===== src/spq_pkg.sv =====
// ----------------------------------------------------------------------------
// Sorted priority queue package
// Sizes, transfer structs, op and status codes shared by the queue files.
// ----------------------------------------------------------------------------
`default_nettype none

package spq_pkg;

   localparam int DEPTH        = 16;
   localparam int PAYLOAD_BITS = 64;
   localparam int RANK_W       = 16;
   localparam int TAG_W        = 64;
   localparam int FILL_W       = 5;
   localparam int CNT_W        = $clog2(DEPTH + 1);

   // Request op codes
   localparam logic REQ_ENQUEUE = 1'b0;
   localparam logic REQ_DEQUEUE = 1'b1;

   // Result status codes
   typedef enum logic [1:0] {
      STATUS_PUSHED = 2'd0,
      STATUS_POPPED = 2'd1,
      STATUS_EMPTY  = 2'd2,
      STATUS_FULL   = 2'd3
   } status_type;

   typedef struct packed {
      logic                     req_type;
      logic signed [RANK_W-1:0] rank;
      logic [TAG_W-1:0]         tag_value;
   } req_item_type;

   typedef struct packed {
      logic [1:0]               status;
      logic [TAG_W-1:0]         head_tag;
      logic signed [RANK_W-1:0] head_rank;
      logic [FILL_W-1:0]        fill_level;
   } rsp_item_type;

   // One stored entry
   typedef struct packed {
      logic signed [RANK_W-1:0] rank;
      logic [PAYLOAD_BITS-1:0]  tag;
   } entry_type;

   // Broadcast control from the top level to every cell
   typedef struct packed {
      logic                     push;
      logic                     pop;
      logic signed [RANK_W-1:0] rank;
      logic [PAYLOAD_BITS-1:0]  tag;
   } cell_ctrl_type;

endpackage

`default_nettype wire


===== src/spq_cell.sv =====
// ----------------------------------------------------------------------------
// Sorted priority queue cell
// One slot of the sorted chain: holds, takes the new entry, or shifts.
// ----------------------------------------------------------------------------
`default_nettype none

module spq_cell (
   input  wire logic                   clock,
   input  wire spq_pkg::cell_ctrl_type ctrl,
   input  wire logic                   occupied,
   input  wire logic                   prev_keep,
   input  wire spq_pkg::entry_type     prev_entry,
   input  wire spq_pkg::entry_type     next_entry,
   output logic                        keep,
   output spq_pkg::entry_type          entry
);

   spq_pkg::entry_type entry_ff;
   spq_pkg::entry_type entry_in;

   // Keep the stored entry when occupied and it ranks equal or higher than the new one
   assign keep  = occupied && ($signed(entry_ff.rank) >= $signed(ctrl.rank));
   assign entry = entry_ff;

   // Choose next contents: hold, insert, shift down on push, shift up on pop
   always_comb begin
      entry_in = entry_ff;
      if (ctrl.push) begin
         if (keep) begin
            entry_in = entry_ff;
         end else if (prev_keep) begin
            entry_in.rank = ctrl.rank;
            entry_in.tag  = ctrl.tag;
         end else begin
            entry_in = prev_entry;
         end
      end else if (ctrl.pop) begin
         entry_in = next_entry;
      end
   end

   always_ff @(posedge clock) begin
      entry_ff <= entry_in;
   end

endmodule

`default_nettype wire


===== src/sorted_priority_queue.sv =====
// ----------------------------------------------------------------------------
// Sorted priority queue
// Bounded queue kept sorted by rank in a chain of cells, highest rank first.
// ----------------------------------------------------------------------------
// Usage:
//   Request channel (req_valid / req_stall / req_data): req_type selects
//   enqueue of (rank, tag_value) or dequeue of the head entry. Equal ranks
//   leave in arrival order.
//   Result channel (rsp_valid / rsp_stall / rsp_data): one result per
//   request with status, the removed entry on a dequeue and the fill level.
//   The result is registered: a request transferred at one edge shows its
//   result from the next cycle. Throughput is one request per cycle while
//   no result is held by rsp_stall; every cell compares against the broadcast
//   rank and shifts in the same cycle; chain length sets compare fan-out, not rate.
//   The single output register holds a result while rsp_stall is high; the
//   request side then stalls until that result transfers, and resumes in the
//   same cycle it does.
//   Reset empties the queue (fill level zero) and drops any pending result;
//   cell contents are not cleared and are never read before being written.
//   A full queue refuses an enqueue; an empty queue answers a dequeue with
//   status empty. Both leave the contents unchanged.
// ----------------------------------------------------------------------------
`default_nettype none

module sorted_priority_queue (
   input  wire logic                  clock,
   input  wire logic                  reset,
   input  wire logic                  req_valid,
   output logic                       req_stall,
   input  wire spq_pkg::req_item_type req_data,
   output logic                       rsp_valid,
   input  wire logic                  rsp_stall,
   output spq_pkg::rsp_item_type      rsp_data
);

   logic [spq_pkg::CNT_W-1:0] count_ff;
   logic [spq_pkg::CNT_W-1:0] count_in;
   logic                      rsp_valid_ff;
   logic                      rsp_valid_in;
   spq_pkg::rsp_item_type     rsp_ff;
   spq_pkg::rsp_item_type     rsp_in;

   logic                      accept;
   logic                      is_full;
   logic                      is_empty;
   spq_pkg::cell_ctrl_type    ctrl;
   logic                      keep       [spq_pkg::DEPTH];
   spq_pkg::entry_type        cell_entry [spq_pkg::DEPTH];

   // Stall the request side only while a held result cannot transfer
   assign req_stall = rsp_valid_ff && rsp_stall;
   assign accept    = req_valid && !req_stall;
   assign is_full   = (count_ff == spq_pkg::CNT_W'(spq_pkg::DEPTH));
   assign is_empty  = (count_ff == '0);

   // Broadcast the operation to the chain
   always_comb begin
      ctrl.push = accept && (req_data.req_type == spq_pkg::REQ_ENQUEUE) && !is_full;
      ctrl.pop  = accept && (req_data.req_type == spq_pkg::REQ_DEQUEUE) && !is_empty;
      ctrl.rank = req_data.rank;
      ctrl.tag  = req_data.tag_value[spq_pkg::PAYLOAD_BITS-1:0];
   end

   // Build the chain of cells
   for (genvar i = 0; i < spq_pkg::DEPTH; i++) begin : g_cell
      logic               prev_keep;
      spq_pkg::entry_type prev_entry;
      spq_pkg::entry_type next_entry;

      if (i == 0) begin : g_head
         assign prev_keep  = 1'b1;
         assign prev_entry = {ctrl.rank, ctrl.tag};
      end else begin : g_body
         assign prev_keep  = keep[i-1];
         assign prev_entry = cell_entry[i-1];
      end

      if (i == spq_pkg::DEPTH - 1) begin : g_tail
         assign next_entry = '0;
      end else begin : g_link
         assign next_entry = cell_entry[i+1];
      end

      spq_cell u_cell (
         .clock      (clock),
         .ctrl       (ctrl),
         .occupied   (spq_pkg::CNT_W'(i) < count_ff),
         .prev_keep  (prev_keep),
         .prev_entry (prev_entry),
         .next_entry (next_entry),
         .keep       (keep[i]),
         .entry      (cell_entry[i])
      );
   end

   // Update the fill count and form the result
   always_comb begin
      count_in = count_ff;
      if (ctrl.push) begin
         count_in = count_ff + spq_pkg::CNT_W'(1);
      end else if (ctrl.pop) begin
         count_in = count_ff - spq_pkg::CNT_W'(1);
      end

      rsp_in            = '0;
      rsp_in.fill_level = spq_pkg::FILL_W'(count_in);
      if (req_data.req_type == spq_pkg::REQ_ENQUEUE) begin
         rsp_in.status = is_full ? spq_pkg::STATUS_FULL : spq_pkg::STATUS_PUSHED;
      end else if (is_empty) begin
         rsp_in.status = spq_pkg::STATUS_EMPTY;
      end else begin
         rsp_in.status    = spq_pkg::STATUS_POPPED;
         rsp_in.head_tag  = spq_pkg::TAG_W'(cell_entry[0].tag);
         rsp_in.head_rank = cell_entry[0].rank;
      end

      rsp_valid_in = rsp_valid_ff && rsp_stall;
      if (accept) begin
         rsp_valid_in = 1'b1;
      end
   end

   always_ff @(posedge clock) begin
      if (reset) begin
         count_ff     <= '0;
         rsp_valid_ff <= 1'b0;
      end else begin
         count_ff     <= count_in;
         rsp_valid_ff <= rsp_valid_in;
      end
   end

   // Load the result register on each request transfer
   always_ff @(posedge clock) begin
      if (accept) begin
         rsp_ff <= rsp_in;
      end
   end

   assign rsp_valid = rsp_valid_ff;
   assign rsp_data  = rsp_ff;

endmodule

`default_nettype wire


===== config.mk =====
export PLATFORM = sky130hd
export DESIGN_NAME = sorted_priority_queue
export DESIGN_NICKNAME = d
export VERILOG_FILES = /design/src/spq_pkg.sv /design/src/spq_cell.sv /design/src/sorted_priority_queue.sv
export SDC_FILE = /design/constraint.sdc
export NUM_CORES = 2
export LEC_CHECK = 0
export BUFFER_PORTS_ARGS = -buffer_cell sky130_fd_sc_hd__buf_2
export CAP_MARGIN = 25
export CORE_ASPECT_RATIO = 0.7
export CORE_MARGIN = 1.5
export CORE_UTILIZATION = 30
export DETAILED_ROUTE_END_ITERATION = 12
export PLACE_DENSITY_LB_ADDON = 0.05
export SETUP_SLACK_MARGIN = 0.1
export SLEW_MARGIN = 30
export SYNTH_ARGS = -nofsm -noshare
export SYNTH_HDL_FRONTEND = slang
export SYNTH_SLANG_ARGS = --single-unit

===== constraint.sdc =====
create_clock -name clock -period 10.6 [get_ports clock]
set_clock_uncertainty 0.2 [all_clocks]
set_input_delay 1.06 -clock clock [delete_from_list [all_inputs] [get_ports clock]]
set_output_delay 1.06 -clock clock [all_outputs]
set_load 0.05 [all_outputs]

==> qor.yml <==
synth-xor-area-share: 0.000504
multi_input_area_um2: 26100
seq_area_frac_synth: 0.592
p_seq_frac: 0.467
worstPathRequired_ns: 10.82
io_buffers: 173
power_switching_mw: 5.45
synthAdderAreaFrac: 0.0466
hp-start: "req_valid"
ant_nets: 0
cts_tree: "built"
final_max_slew_viol_count: 0
synthSimpleGateAreaFrac: 0.116
min_path_type: "input pin to flop"
hold_end: "rsp_valid"
drt-pass1-iter-count: 6
rows: 147
arrival_ns: 6.51
grt_pass1_wl_um: 414000
die_area_um2: 235000
drt_iter0_drc: 6256
synth_compound_area_frac: 0.182
clock_path_buffers: 4
synth_top_family_by_area: "compound AO/OA/AOI/OAI gates"
finalCritPeriodShare: 0.594
wirelength_um: 300000
layoutNonFillerInstCount: 9019
grt_setup_unrepaired: "false"
synth_area_um2: 69500
grt_usage: 0.249
syn_inst: 5901
r2r_slack_ns: 4.60
clkPwrFrac: 0.334
postLayoutCoreUtil: 0.342
drt-met1-wl_um: 149000
final_nets: 6186
vias: 52750
wire_per_inst_um: 33.2
worstSetupPathType: "input pin to flop"
grt_max_degree: 183
swShare: 0.326
fmax_ghz: 0.159
syn-num-nets: 6245
power_frac_comb: 0.199
fillers: 22708
wl_met3_um: 24200
cts_resized: 0
grt_overflow: 0
yosysWarnings: 0
cap_violations: 0
areaGrowthSynthToFinish_pct: 13.1
die_h_um: 406
ir_drop_mv: 0.106
synth.distinct_cells: 72
min_period_ns: 6.30
reg2reg_to: "g_cell[11].u_cell.entry[2]"
tns_ns: 0
reg2reg_from: "g_cell[11].u_cell.entry[64]"
synthFlopType: "edfxtp_1"
holdPathStages: 3
critPathLaunchType: "input pin"
cts_root_buffer: "clkbuf_16"
crit_path_end_kind: "flop"
grt_antenna_before_repair: 17
path_max_fanout: 46
gp_congestion: 0.841
synth-edff-count: 1367
p_int_mw: 11.3
regArea_um2: 41200
io_pins: 174
r2r_cells: 11
tightestPinTransition_ns: 1.04
clock-sinks: 1373
setup_viol: 0
synthArstFlopShare: 0
h-tree-depth: 4
syn_avg_cell_area_um2: 11.8
clk_latency_ns: 0.84
p_leak_nw: 28.6
wl_met2_um: 120000
holdBufCountCts: 0
start_util: 0.303
hold_violations: 0
path_clk_slew_ns: 0.06
synthMuxAreaShare: 0.0238
outcome: "complete, no violations"
dpl.cell_count: 8725
fin_total_pwr_mw: 16.7
postCtsSetupRepairBufs: 0
drc: 0
relSlewSlack: 0.306
cts_buffers: 166
first_global_vias: 50031
viasPerCell: 5.85
place_hpwl_um: 179000
core_um2: 230000
maxUsedRoutingLayer: "met5"
ys_ff_latch: 1373
drive_gt1_frac: 0.0932
power.density_nw_per_um2: 213
dieWidth_um: 578
layout make-up:
type | instances | share of cell area
sequential | 1373 | 0.524
multi-input combinational | 3878 | 0.332
clock buffer | 210 | 0.0555
tap | 3054 | 0.0486
timing repair buffer | 298 | 0.0263
clock inverter | 74 | 0.00785
inverter | 125 | 0.00603
antenna | 7 | 0.000223
how the worst max path moves through the flow:
stage / from / end / cells after the start
floorplan: req_data[79] / g_cell[1].u_cell.entry[0] / 10
global placement: req_data[67] / g_cell[11].u_cell.entry[3] / 11
detailed placement: req_data[67] / g_cell[11].u_cell.entry[3] / 11
CTS: req_data[67] / g_cell[11].u_cell.entry[2] / 11
global route: req_data[67] / g_cell[11].u_cell.entry[2] / 11
finish: req_data[67] / g_cell[11].u_cell.entry[2] / 11
cells in the mapped netlist (87+ instances only):
cell type,count,area [um2]
a21oi_1,328,1640
a221o_1,638,6390
clkbuf_1,399,1500
edfxtp_1,1367,41000
ha_1,259,3240
inv_1,124,465
mux2i_1,164,1640
nand2_1,621,2330
nand3_1,174,871
nor2_1,913,3430
o211ai_1,170,1280
o221ai_1,87,762
metrics by stage:
step | worst slack (ns) | hold WS [ns] | area [um2]
after detailed placement | 3.46 | 0.332 | 73500
after global routing | 4.07 | 0.264 | 78600
final | 4.30 | 0.257 | 78600
after floorplan | 3.22 | 0.318 | 69500
after global placement | 3.49 | 0.327 | 73300
after CTS | 4.30 | 0.215 | 78500
registers in the layout, summed over array words and instances, names as in the netlist:
register and flops:
count_ff 5, rsp_valid 1, rsp_data 87, g_cell.u_cell.entry 1280
kinds of logic (layout without fill, tap and decap cells):
group / Yosys count / after routing
multiplexers: 165 / 165
XOR/XNOR: 4 / 4
other: 0 / 7
AO/OA/AOI/OAI: 1515 / 1515
flip-flops: 1373 / 1373
AND/OR/NAND/NOR: 1935 / 1935
buffers and inverters: 650 / 707
adder cells (fa/ha/maj): 259 / 259
worst max-delay path, stage by stage:
cell	delay, ns
buf_2	0.14
inv_1	0.52
ha_1	0.36
a21oi_1	0.14
o21ai_1	0.17
a311oi_1	0.36
a211o_4	0.79
and2_4	0.85
nand2b_4	0.65
buf_4	0.60
buf_4	0.62
power by group through the flow:
stage / registers [mW] / clock network (mW) / logic (mW)
floorplan: 7.69 / 0 / 1.85
global placement: 7.89 / 0 / 3.25
detailed placement: 7.88 / 0 / 3.30
CTS: 7.78 / 5.72 / 3.31
global route: 7.86 / 5.89 / 3.56
finish: 7.80 / 5.59 / 3.32
per-layer routing:
| metal | vias up | track usage |
|---|---|---|
| met5 | - | 0 |
| met4 | 6 | 0.0566 |
| met3 | 333 | 0.0522 |
| met2 | 2378 | 0.340 |
| met1 | 27212 | 0.392 |
| li1 | 22821 | - |
cell usage in the layout, fill, tap and decap left out, drive strengths merged, types with 86 or more instances in the layout:
cell type,n
a221o,638
nor2,913
a21oi,328
mux2i,165
inv,125
ha,259
and2,86
buf,298
nand3,174
edfxtp,1367
nand2,621
o221ai,88
o211ai,170
clkbuf,210
No activity file was read; power rests on OpenSTA's default activity.
